[config.mk]
export PLATFORM = sky130hd
export DESIGN_NAME = serial_line_assembler_queue
export DESIGN_NICKNAME = d
export VERILOG_FILES = /design/src/design/slaq_pkg.sv /design/src/design/slaq_ctrl.sv /design/src/design/slaq_datapath.sv /design/src/design/serial_line_assembler_queue.sv
export SDC_FILE = /design/constraint.sdc
export NUM_CORES = 2
export LEC_CHECK = 0
export BUFFER_PORTS_ARGS = -buffer_cell sky130_fd_sc_hd__buf_4
export CAP_MARGIN = 20
export CORE_MARGIN = 1
export CORE_UTILIZATION = 50
export DETAILED_ROUTE_END_ITERATION = 16
export GPL_TIMING_DRIVEN = 0
export PLACE_DENSITY = 0.66
export SETUP_SLACK_MARGIN = 0.3
export SLEW_MARGIN = 20
export SYNTH_ARGS = -nofsm -noshare
export SYNTH_HDL_FRONTEND = slang
export SYNTH_SLANG_ARGS = --single-unit
[constraint.sdc]
create_clock -name clock -period 6.6 [get_ports clock]
set_clock_uncertainty 0.2 [all_clocks]
set_input_delay 0.99 -clock clock [delete_from_list [all_inputs] [get_ports clock]]
set_output_delay 0.99 -clock clock [all_outputs]
set_load 0.05 [all_outputs]
[src/design/slaq_pkg.sv]
// ----------------------------------------------------------------------------
// slaq_pkg
// shared constants, codes and controller/datapath interface types for the
// serial line assembler queue
// ----------------------------------------------------------------------------
package slaq_pkg;

   // geometry of the line store
   localparam int LINE_BYTES  = 64;
   localparam int QUEUE_SLOTS = 4;
   localparam int MAX_CHARS   = LINE_BYTES - 1;
   localparam int IDX_W       = $clog2(LINE_BYTES);
   localparam int SLOT_W      = $clog2(QUEUE_SLOTS);
   localparam int ADDR_W      = SLOT_W + IDX_W;
   localparam int MEM_DEPTH   = QUEUE_SLOTS * LINE_BYTES;
   localparam int CNT_W       = 32;

   // special characters
   localparam logic [7:0] CH_CR  = 8'h0D;
   localparam logic [7:0] CH_LF  = 8'h0A;
   localparam logic [7:0] CH_NUL = 8'h00;

   // request opcodes
   localparam logic OP_BYTE = 1'b0;
   localparam logic OP_POP  = 1'b1;

   // response kinds
   typedef enum logic [1:0] {
      KIND_BYTE  = 2'd0,
      KIND_CHAR  = 2'd1,
      KIND_EMPTY = 2'd2,
      KIND_NULL  = 2'd3
   } kind_type;

   // byte status codes
   typedef enum logic [2:0] {
      RS_STORED   = 3'd0,
      RS_QUEUED   = 3'd1,
      RS_DROPPED  = 3'd2,
      RS_OVERFLOW = 3'd3,
      RS_IGNORED  = 3'd4
   } status_type;

   // controller to datapath commands
   typedef struct packed {
      logic byte_take;
      logic pop_empty;
      logic pop_start;
      logic rd_issue;
      logic hold_load;
      logic emit_char;
      logic emit_last;
      logic emit_null;
   } ctl_cmd_type;

   // datapath to controller status
   typedef struct packed {
      logic out_free;
      logic queue_empty;
      logic first_pos;
      logic last_hit;
   } dp_status_type;

endpackage

[src/design/slaq_ctrl.sv]
// ----------------------------------------------------------------------------
// slaq_ctrl
// request sequencer: takes transactions and walks a popped line one
// character at a time
// ----------------------------------------------------------------------------
module slaq_ctrl (
   input  logic                    clock,
   input  logic                    reset,
   input  logic                    req_valid,
   input  logic                    req_opcode,
   input  slaq_pkg::dp_status_type dp_status,
   output logic                    req_stall,
   output slaq_pkg::ctl_cmd_type   cmd
);
   import slaq_pkg::*;

   typedef enum logic [2:0] {
      FSM_IDLE  = 3'b001,
      FSM_READ  = 3'b010,
      FSM_CHECK = 3'b100
   } fsm_type;

   fsm_type state_ff;
   fsm_type state_in;

   always_comb begin
      cmd       = '0;
      state_in  = state_ff;
      req_stall = 1'b1;
      unique case (state_ff)
         FSM_IDLE: begin
            req_stall = !dp_status.out_free;
            if (req_valid && dp_status.out_free) begin
               if (req_opcode == OP_BYTE) begin
                  cmd.byte_take = 1'b1;
               end else if (dp_status.queue_empty) begin
                  cmd.pop_empty = 1'b1;
               end else begin
                  cmd.pop_start = 1'b1;
                  state_in      = FSM_READ;
               end
            end
         end
         FSM_READ: begin
            cmd.rd_issue = 1'b1;
            state_in     = FSM_CHECK;
         end
         FSM_CHECK: begin
            // first character only primes the hold register
            if (dp_status.first_pos && !dp_status.last_hit) begin
               cmd.hold_load = 1'b1;
               state_in      = FSM_READ;
            end else if (dp_status.out_free) begin
               if (dp_status.first_pos) begin
                  cmd.emit_null = 1'b1;
                  state_in      = FSM_IDLE;
               end else begin
                  cmd.emit_char = 1'b1;
                  cmd.emit_last = dp_status.last_hit;
                  if (dp_status.last_hit) begin
                     state_in = FSM_IDLE;
                  end else begin
                     cmd.hold_load = 1'b1;
                     state_in      = FSM_READ;
                  end
               end
            end
         end
         default: begin
            state_in = FSM_IDLE;
         end
      endcase
   end

   always_ff @(posedge clock) begin
      if (reset) begin
         state_ff <= FSM_IDLE;
      end else begin
         state_ff <= state_in;
      end
   end

endmodule

[src/design/slaq_datapath.sv]
// ----------------------------------------------------------------------------
// slaq_datapath
// line assembly state, ring pointers, counters, line store memory and the
// response register
// ----------------------------------------------------------------------------
module slaq_datapath (
   input  logic                    clock,
   input  logic                    reset,
   input  logic [7:0]              req_byte_value,
   input  slaq_pkg::ctl_cmd_type   cmd,
   input  logic                    rsp_stall,
   output slaq_pkg::dp_status_type dp_status,
   output logic                    rsp_valid,
   output logic [1:0]              rsp_kind,
   output logic [2:0]              rsp_status,
   output logic [7:0]              rsp_out_char,
   output logic                    rsp_last,
   output logic [31:0]             rsp_lines_queued_total,
   output logic [31:0]             rsp_overflow_total,
   output logic [31:0]             rsp_drop_total,
   output logic [1:0]              rsp_queue_level
);
   import slaq_pkg::*;

   // assembly and ring state
   logic [IDX_W-1:0]  asm_len_ff, asm_len_in;
   logic              discard_ff, discard_in;
   logic [SLOT_W-1:0] wr_slot_ff, wr_slot_in;
   logic [SLOT_W-1:0] rd_slot_ff, rd_slot_in;
   logic [CNT_W-1:0]  queued_ff, queued_in;
   logic [CNT_W-1:0]  ovf_ff, ovf_in;
   logic [CNT_W-1:0]  drop_ff, drop_in;
   logic [IDX_W-1:0]  slot_len_ff [QUEUE_SLOTS];

   // pop walk
   logic [SLOT_W-1:0] pop_slot_ff;
   logic [IDX_W-1:0]  pop_len_ff;
   logic [IDX_W-1:0]  pos_ff;
   logic [7:0]        hold_ff;

   // line store, one row per slot, assembled in place at the write slot
   logic [7:0]        mem [MEM_DEPTH];
   logic [7:0]        rd_data_ff;

   // response register
   logic              rsp_valid_ff, rsp_valid_in;
   kind_type          rsp_kind_ff, rsp_kind_in;
   status_type        rsp_status_ff, rsp_status_in;
   logic [7:0]        rsp_char_ff, rsp_char_in;
   logic              rsp_last_ff, rsp_last_in;
   logic [CNT_W-1:0]  rsp_queued_ff, rsp_ovf_ff, rsp_drop_ff;
   logic [SLOT_W-1:0] rsp_level_ff, rsp_level_in;

   logic              is_term;
   logic              ring_full;
   logic [SLOT_W-1:0] next_wr;
   logic              mem_we;
   logic              slot_wr;
   logic              out_load;
   status_type        byte_status;

   assign is_term   = (req_byte_value == CH_CR) || (req_byte_value == CH_LF);
   assign next_wr   = wr_slot_ff + SLOT_W'(1);
   assign ring_full = (next_wr == rd_slot_ff);

   always_comb begin
      asm_len_in  = asm_len_ff;
      discard_in  = discard_ff;
      wr_slot_in  = wr_slot_ff;
      rd_slot_in  = rd_slot_ff;
      queued_in   = queued_ff;
      ovf_in      = ovf_ff;
      drop_in     = drop_ff;
      byte_status = RS_STORED;
      mem_we      = 1'b0;
      slot_wr     = 1'b0;
      if (cmd.byte_take) begin
         if (is_term) begin
            if (discard_ff) begin
               discard_in  = 1'b0;
               asm_len_in  = '0;
               byte_status = RS_IGNORED;
            end else if (asm_len_ff == '0) begin
               byte_status = RS_IGNORED;
            end else if (ring_full) begin
               drop_in     = drop_ff + CNT_W'(1);
               asm_len_in  = '0;
               byte_status = RS_DROPPED;
            end else begin
               slot_wr     = 1'b1;
               wr_slot_in  = next_wr;
               queued_in   = queued_ff + CNT_W'(1);
               asm_len_in  = '0;
               byte_status = RS_QUEUED;
            end
         end else if (discard_ff) begin
            byte_status = RS_OVERFLOW;
         end else if (asm_len_ff == IDX_W'(MAX_CHARS)) begin
            discard_in  = 1'b1;
            asm_len_in  = '0;
            ovf_in      = ovf_ff + CNT_W'(1);
            byte_status = RS_OVERFLOW;
         end else begin
            mem_we      = 1'b1;
            asm_len_in  = asm_len_ff + IDX_W'(1);
            byte_status = RS_STORED;
         end
      end
      if (cmd.pop_start) begin
         rd_slot_in = rd_slot_ff + SLOT_W'(1);
      end
   end

   // response assembly
   assign out_load = cmd.byte_take | cmd.pop_empty | cmd.emit_char | cmd.emit_null;

   always_comb begin
      if (cmd.byte_take) begin
         rsp_kind_in = KIND_BYTE;
      end else if (cmd.pop_empty) begin
         rsp_kind_in = KIND_EMPTY;
      end else if (cmd.emit_null) begin
         rsp_kind_in = KIND_NULL;
      end else begin
         rsp_kind_in = KIND_CHAR;
      end
      rsp_status_in = cmd.byte_take ? byte_status : RS_STORED;
      rsp_char_in   = cmd.emit_char ? hold_ff : CH_NUL;
      rsp_last_in   = cmd.emit_char ? cmd.emit_last : 1'b1;
      rsp_level_in  = wr_slot_in - rd_slot_in;
      if (out_load) begin
         rsp_valid_in = 1'b1;
      end else begin
         rsp_valid_in = rsp_valid_ff && rsp_stall;
      end
   end

   // control state
   always_ff @(posedge clock) begin
      if (reset) begin
         asm_len_ff   <= '0;
         discard_ff   <= 1'b0;
         wr_slot_ff   <= '0;
         rd_slot_ff   <= '0;
         queued_ff    <= '0;
         ovf_ff       <= '0;
         drop_ff      <= '0;
         rsp_valid_ff <= 1'b0;
      end else begin
         asm_len_ff   <= asm_len_in;
         discard_ff   <= discard_in;
         wr_slot_ff   <= wr_slot_in;
         rd_slot_ff   <= rd_slot_in;
         queued_ff    <= queued_in;
         ovf_ff       <= ovf_in;
         drop_ff      <= drop_in;
         rsp_valid_ff <= rsp_valid_in;
      end
   end

   // payload registers
   always_ff @(posedge clock) begin
      if (slot_wr) begin
         slot_len_ff[wr_slot_ff] <= asm_len_ff;
      end
      if (cmd.pop_start) begin
         pop_slot_ff <= rd_slot_ff;
         pop_len_ff  <= slot_len_ff[rd_slot_ff];
         pos_ff      <= '0;
      end else if (cmd.hold_load) begin
         hold_ff <= rd_data_ff;
         pos_ff  <= pos_ff + IDX_W'(1);
      end
      if (out_load) begin
         rsp_kind_ff   <= rsp_kind_in;
         rsp_status_ff <= rsp_status_in;
         rsp_char_ff   <= rsp_char_in;
         rsp_last_ff   <= rsp_last_in;
         rsp_queued_ff <= queued_in;
         rsp_ovf_ff    <= ovf_in;
         rsp_drop_ff   <= drop_in;
         rsp_level_ff  <= rsp_level_in;
      end
   end

   // line store
   always_ff @(posedge clock) begin
      if (mem_we) begin
         mem[{wr_slot_ff, asm_len_ff}] <= req_byte_value;
      end
      if (cmd.rd_issue) begin
         rd_data_ff <= mem[{pop_slot_ff, pos_ff}];
      end
   end

   assign dp_status.out_free    = !rsp_valid_ff || !rsp_stall;
   assign dp_status.queue_empty = (wr_slot_ff == rd_slot_ff);
   assign dp_status.first_pos   = (pos_ff == '0);
   assign dp_status.last_hit    = (pos_ff == pop_len_ff) || (rd_data_ff == CH_NUL);

   assign rsp_valid              = rsp_valid_ff;
   assign rsp_kind               = rsp_kind_ff;
   assign rsp_status             = rsp_status_ff;
   assign rsp_out_char           = rsp_char_ff;
   assign rsp_last               = rsp_last_ff;
   assign rsp_lines_queued_total = rsp_queued_ff;
   assign rsp_overflow_total     = rsp_ovf_ff;
   assign rsp_drop_total         = rsp_drop_ff;
   assign rsp_queue_level        = 2'(rsp_level_ff);

endmodule

[src/design/serial_line_assembler_queue.sv]
// ----------------------------------------------------------------------------
// serial_line_assembler_queue
// assembles received bytes into CR/LF terminated lines and queues finished
// lines in a small ring; pop transactions stream the oldest line back
// ----------------------------------------------------------------------------
//
//   channel | direction | handshake            | payload
//   --------+-----------+----------------------+--------------------------------
//   req     | in        | req_valid/req_stall  | opcode, byte_value
//   rsp     | out       | rsp_valid/rsp_stall  | kind, status, out_char, last,
//           |           |                      | three totals, queue_level
//
// a received byte or a pop of an empty queue gives one response
// a pop holds req_stall through its walk: a priming read, then per
// character a line store read and a check of the lookahead character
// that places the last mark
// reset is synchronous; a pop walk also reads the byte past its line's end
// a stalled response holds req_stall until taken and stretches a pop walk
//
module serial_line_assembler_queue (
   input  logic        clock,
   input  logic        reset,
   // request channel
   input  logic        req_valid,
   output logic        req_stall,
   input  logic        req_opcode,
   input  logic [7:0]  req_byte_value,
   // response channel
   output logic        rsp_valid,
   input  logic        rsp_stall,
   output logic [1:0]  rsp_kind,
   output logic [2:0]  rsp_status,
   output logic [7:0]  rsp_out_char,
   output logic        rsp_last,
   output logic [31:0] rsp_lines_queued_total,
   output logic [31:0] rsp_overflow_total,
   output logic [31:0] rsp_drop_total,
   output logic [1:0]  rsp_queue_level
);
   import slaq_pkg::*;

   // command and status between sequencer and datapath
   ctl_cmd_type   cmd;
   dp_status_type dp_status;

   // sequencer: accepts transactions, walks popped lines
   slaq_ctrl u_ctrl (
      .clock      (clock),
      .reset      (reset),
      .req_valid  (req_valid),
      .req_opcode (req_opcode),
      .dp_status  (dp_status),
      .req_stall  (req_stall),
      .cmd        (cmd)
   );

   // datapath: assembly, ring, counters, line store, response register
   slaq_datapath u_datapath (
      .clock                  (clock),
      .reset                  (reset),
      .req_byte_value         (req_byte_value),
      .cmd                    (cmd),
      .rsp_stall              (rsp_stall),
      .dp_status              (dp_status),
      .rsp_valid              (rsp_valid),
      .rsp_kind               (rsp_kind),
      .rsp_status             (rsp_status),
      .rsp_out_char           (rsp_out_char),
      .rsp_last               (rsp_last),
      .rsp_lines_queued_total (rsp_lines_queued_total),
      .rsp_overflow_total     (rsp_overflow_total),
      .rsp_drop_total         (rsp_drop_total),
      .rsp_queue_level        (rsp_queue_level)
   );

`ifndef SYNTHESIS
   // an accepted byte shows its status response in the next cycle
   a_byte_rsp: assert property (@(posedge clock) disable iff (reset)
      (req_valid && !req_stall && req_opcode == OP_BYTE)
      |=> (rsp_valid && rsp_kind == KIND_BYTE && rsp_last))
      else $error("byte transaction without status response");

   // only line characters may be non-final
   a_single_last: assert property (@(posedge clock) disable iff (reset)
      (rsp_valid && rsp_kind != KIND_CHAR) |-> rsp_last)
      else $error("single-result response without last mark");

   // status is zero outside byte responses
   a_status_zero: assert property (@(posedge clock) disable iff (reset)
      (rsp_valid && rsp_kind != KIND_BYTE) |-> (rsp_status == RS_STORED))
      else $error("status set on non-byte response");

   // a started pop always fetches its first character next
   a_pop_fetch: assert property (@(posedge clock) disable iff (reset)
      cmd.pop_start |=> (cmd.rd_issue && req_stall))
      else $error("pop started without line store read");
`endif

endmodule
* Word-level counts from Yosys, hierarchy flattened *
Memories as Yosys holds them, arrays and structs flattened. A register that Yosys moved wholly into a read port is not among the register bits.
Index checks and enable logic that the tools add are counted.

cells by class
  muxes and demuxes = 73
  reduce and logical (&&, ||, !) cells = 17
  bitwise operators = 4
  equality and inequality tests = 15
  add/sub/neg operators = 8

operators by type and width
  operator                                             count
  2-to-1 mux 32 bit                                    14
  adder 32 x 1 -> 32 bit, second input constant        3
  2-to-1 mux 3 bit                                     13
  2-to-1 mux 6 bit                                     5
  2-to-1 mux 2 bit                                     13
  2-to-1 mux 1 bit                                     25
  equality test 8 x 4 -> 1 bit, second input constant  2
  adder 6 x 1 -> 6 bit, second input constant          2
  zero test 6 bit                                      2
  case mux 3 bit (3 select lines)                      1
  zero test 8 bit                                      1
  2-to-1 mux 4 bit                                     2
  equality test 6 bit                                  1
  equality test 6 bit, second input constant           1
  != test 2 bit, second input constant                 3
  adder 2 x 1 -> 2 bit, second input constant          2
  equality test 2 bit                                  2
  zero test 1 bit                                      4
  AND reduction 4 bit                                  1
  equality test 3 x 1 -> 1 bit, second input constant  1
  equality test 3 x 2 -> 1 bit, second input constant  1
  equality test 3 bit, second input constant           1
  logical AND 1 bit                                    3
  logical OR 1 bit                                     3
  other kinds (9)                                      11

word-level totals
  bits of input ports = 13
  memory bits (writable) = 2,072
  flip-flop bits (word level) = 239
  logic and storage cells = 140
  memories = 2

memory list
  name                    words  bits a word  read ports  clocked after memory_dff  wr ports  RTL line             text
  u_datapath.mem          256    8            1           1                         1         slaq_datapath.sv:42  logic [7:0] mem [MEM_DEPTH];
  u_datapath.slot_len_ff  4      6            1           1                         1         slaq_datapath.sv:33  logic [IDX_W-1:0] slot_len_ff [QUEUE_SLOTS];

* Depth between registers and ports, before layout *
  depth after elaboration = 10
  depth in mapped cells = 13
  mapped depth without buffers = 8

* Cells and area by module *
Synthesis repeated with hierarchy kept, for this count alone.

second synthesis, totals
  cell total of the unflattened synthesis = 4,769
  area total of the unflattened synthesis = 91,302.6 um^2

modules (own cells, without submodules)
  module         times used  area an instance (um^2)  sequential area each (um^2)  cells each
  slaq_datapath  1           91,058.6                 68,585.8                     4,737
  slaq_ctrl      1           244.0                    60.1                         32

* Worst setup path before layout *
OpenSTA, ideal clock, no wires.

  kind = register to register
  start point = register u_datapath.pos_ff[0]
  end point = register u_datapath.rsp_drop_ff[0], in the netlist u_datapath.rsp_drop_total[0] (enable)
  period minus slack after synthesis = 4,938 ps
  arrival = 4,264 ps
  slack = 1,662 ps
  cell stages (with the launch flop) = 11
  path buffers = 5
  cells stage by stage = dfxtp_1 -> buf_4 -> buf_6 -> buf_6 -> buf_6 -> buf_6 -> xor2_1 -> o31ai_2 -> nand2b_1 -> nand2_1 -> nand2_1

on the way
  cells in the longest elaborated chain, start to end = 8
  elaborated cells between the ends (all ways) = 12
  those cells by class = 1 x eq/ne; 5 x mux; 2 x bitwise; 4 x reduce/logical

ends and longest elaborated chain
  element                  RTL line              text
  from (decl)              slaq_datapath.sv:38   logic [IDX_W-1:0] pos_ff;
  from (signal assigned)   slaq_datapath.sv:172  pos_ff <= pos_ff + IDX_W'(1);
  equality test 6 bit      slaq_datapath.sv:199  assign dp_status.last_hit = (pos_ff == pop_len_ff) || (rd_data_ff == CH_NUL);
  logical OR 1 bit         slaq_datapath.sv:199
  zero test 1 bit          slaq_ctrl.sv:50       if (dp_status.first_pos && !dp_status.last_hit) begin
  logical AND 1 bit        slaq_ctrl.sv:50
  2-to-1 mux 3 bit (*)     slaq_ctrl.sv:50
  2-to-1 mux 4 bit (*)     slaq_ctrl.sv:30       unique case (state_ff)
  bitwise OR 1 bit         slaq_datapath.sv:115  assign out_load = cmd.byte_take | cmd.pop_empty | cmd.emit_char | cmd.emit_null;
  bitwise OR 1 bit (*)     slaq_datapath.sv:115
  net u_datapath.out_load  slaq_datapath.sv:59   logic out_load;
  to (signal assigned)     slaq_datapath.sv:181  rsp_drop_ff <= drop_in;
  to (decl)                slaq_datapath.sv:51   logic [CNT_W-1:0] rsp_queued_ff, rsp_ovf_ff, rsp_drop_ff;

Mark *: on every way through the listed nets, which the timed path passes. The rest lies on a longest branch.
A chain may end at the register's enable or synchronous reset.

==> impl_metrics.toml <==
[die]
num_io_pins = 127
die-area_um2 = 184000
die_w_um = 429
fp.dieH_um = 429
rows = 156
start_util_pct = 50.4
coreArea_um2 = 181000

[flow_run]
maxCapViolations = 0

[timing]
min_period_ns = 6.94
drv_slew = 0
final.setup.tns_ns = -1.55
setup_viol = 7
fmax_mhz = 144
worstMarginPinSlew_ns = 1.31
fin_crit_sh_pct = 105
grt_setup_unrepaired = "true"
postLayoutSetupSlackWorst_ns = -0.345
hold_violations = 0
relSlewSlack_pct = 10.7

[pwr]
p_total_uw = 34100
power_density_nw_per_um2 = 326
peakVddDrop_mv = 0.230
p_leak_uw = 0.0335

[route]
wl_met1_mm = 123
vias = 55500
wl_per_cell_um = 46.3
dr.first_iter.drc_count = 11300
met2_length_mm = 149
highest_layer = "met5"
first_pass_iters = 9
wirelength_mm = 361
route.detailed.drc = 0
route.met3.wl_mm = 60.6
ant_nets = 0
via_per_inst = 7.13

[clocking]
clk_latency_ns = 0.90
clockBufferDepth = 3
clockRootBuffer = "clkbuf_16"
cts_made_buffers = 229
htree_levels = 4
cts.sinks = 2325
clk_pin_slew_ns = 0.07
cts_tree = "done"

[worst_setup_path]
critPathLaunch = "u_datapath.pos_ff[2]"
crit_type = "reg -> reg"
worstPathArrival_ns = 7.33
crit_path_start_kind = "flop"
r2r-end = "u_datapath.rd_data_ff[2]"
r2r-start = "u_datapath.pos_ff[2]"
worst-r2r-setup-slack_ns = -0.34
cp_max_fo = 10
crit_path_end = "u_datapath.rd_data_ff[2]"
critPathRequiredTime_ns = 6.98
end_kind = "flop"
r2r_cells = 10

[synthesis]
async_flop_share_pct = 0
synth_top_area_share_pct = 72.7
synth_edf_count = 2208
synth_flop_cell = "edfxtp_1"
yosysWarnings = 0
synthesis.instances = 4731
yosysSeqAreaShare_pct = 75.3
syn_area_um2 = 91200
synth_area_leaders = "edfxtp_1, mux4_2, dfxtp_1, mux2i_1, nor2_1"
netlist-cell-type-count = 88
ys_seq_elements = 2325
yosysTopAreaCell = "edfxtp_1"
syn_area_per_cell_um2 = 19.3

[global_route]
grt.overflow.total = 0
grt_max_degree = 134
grt_pass1_wl_mm = 466
grt_pass1_vias = 50300
antenna_found_initial = 44
gr-usage-all-layers_pct = 38.9

[layout]
drive_above_1_share_pct = 23.7
final_cell_area_um2 = 105000
nets = 5216
multi_input_area_um2 = 21200
area_growth_pct = 14.9
ff_latch_area_um2 = 68600
fillCellCount = 13400
fin_cells = 7790

[run_status]
status = "finished with violations"
violations = "setup timing"

[placed_design]
hpwl_mm = 235
place.port_buffers = 125
dpl.cell_count = 7322
gp_congestion = 1.07
place_area_um2 = 97000

[worst_hold_path]
hold_class = "in -> reg"
-- worst min-delay path by stage --
stage                                        start  slack [ns]  cells after the start                         to
final                            req_byte_value[6]        0.20                      1     u_datapath.mem[114][6]
after detailed placement  u_datapath.rd_slot_ff[1]        0.22                      0  u_datapath.pop_slot_ff[1]
after global routing             req_byte_value[6]        0.20                      1     u_datapath.mem[113][6]
after global placement    u_datapath.rd_slot_ff[1]        0.21                      0  u_datapath.pop_slot_ff[1]
after floorplan           u_datapath.rd_slot_ff[1]        0.20                      0  u_datapath.pop_slot_ff[1]
after CTS                        req_byte_value[6]        0.18                      1     u_datapath.mem[113][6]
-- what timing repair did --
action / 4_1_cts / 5_1_grt
setup endpoints to repair: 0 / 5
resized for setup: 0 / 1
buffers inserted: 0 / 3
hold buffers: 0 / 0
-- metal layers --
metal,GRT usage (%),vias up
met1,49.5,28600
met4,24.6,36
li1,-,20200
met2,53.1,5424
met3,18.9,1195
met5,0,-
-- placed cells by master, fill, tap and decap left out, types with 56 or more instances in the layout --
| cell | synthesis | routed |
|---|---|---|
| nand2_1 | 177 | 175 |
| buf_2 | 60 | 69 |
| nand3_1 | 56 | 56 |
| buf_4 | 48 | 171 |
| dfxtp_1 | 117 | 117 |
| clkinv_1 | 0 | 59 |
| clkbuf_1 | 102 | 81 |
| mux2i_1 | 231 | 231 |
| clkbuf_2 | 0 | 63 |
| a21oi_1 | 95 | 95 |
| xnor2_1 | 65 | 65 |
| mux4_2 | 439 | 439 |
| nor2_1 | 325 | 314 |
| nor2b_1 | 95 | 90 |
| clkbuf_16 | 0 | 229 |
| edfxtp_1 | 2208 | 2208 |
-- state kept, by name, summed over array words and instances, names as in the netlist, 24 cells and up --
name / count
u_datapath.drop_ff: 32
u_datapath.mem: 2048
u_datapath.ovf_ff: 32
u_datapath.queued_ff: 32
u_datapath.rsp_drop_total: 32
u_datapath.rsp_lines_queued_total: 32
u_datapath.rsp_overflow_total: 32
u_datapath.slot_len_ff: 24
-- stage by stage --
stage	util (%)	setup WS, ns	hold WS, ns
after detailed placement	53.6	0.332	0.224
after global placement	52.6	-1.51	0.206
after CTS	57.8	0.307	0.177
after floorplan	-	1.66	0.203
final	57.9	-0.345	0.198
after global routing	57.9	0.241	0.203
-- cells in the mapped netlist, drive strengths merged (14+ instances only) --
master,number
edfxtp,2208
mux4,439
nor2,325
mux2i,231
nand2,177
buf,152
dfxtp,117
clkbuf,102
a21oi,95
nor2b,95
xnor2,66
o21ai,58
nand3,57
nand4,48
o221ai,48
a221oi,45
mux2,40
nor3,34
and2,32
a22oi,30
o22ai,28
xor2,28
nor4,27
inv,26
or3,26
and3,21
a31oi,17
a211oi,14
ha,14
-- worst max-delay path, stage by stage, from the launching register on --
cell,delay [ns]
dfxtp_1,0.79
buf_2,0.47
buf_2,0.78
buf_2,0.95
clkbuf_4,0.77
clkbuf_2,0.55
buf_16,0.24
nand2_1,0.12
a21oi_1,0.44
o311ai_0,0.38
nor4_2,0.81
-- cell families after synthesis --
logic type	synth area share, %
compound gates	3.20
xor+xnor	0.911
fa+ha+maj	0.192
buf+inv	1.70
flops	75.3
mux	13.9
other cells	0.00411
simple gates	4.87
-- report_power, final --
part	switching [µW]	internal (µW)	leakage (µW)
logic	3300	1170	0.00889
clock network	5850	7490	0.00371
registers	60.3	16300	0.0209
total	9210	24900	0.0335
-- final cells by class --
class / count / area share, %
antenna: 30 / 0.0716
timing repair buffer: 196 / 2.50
sequential: 2325 / 65.5
inverter: 26 / 0.0931
clock buffer: 274 / 5.66
tap: 2370 / 2.83
clock inverter: 158 / 1.59
multi-input combinational: 2157 / 20.3
buffer: 254 / 1.47
No activity file was read; power rests on OpenSTA's default activity.
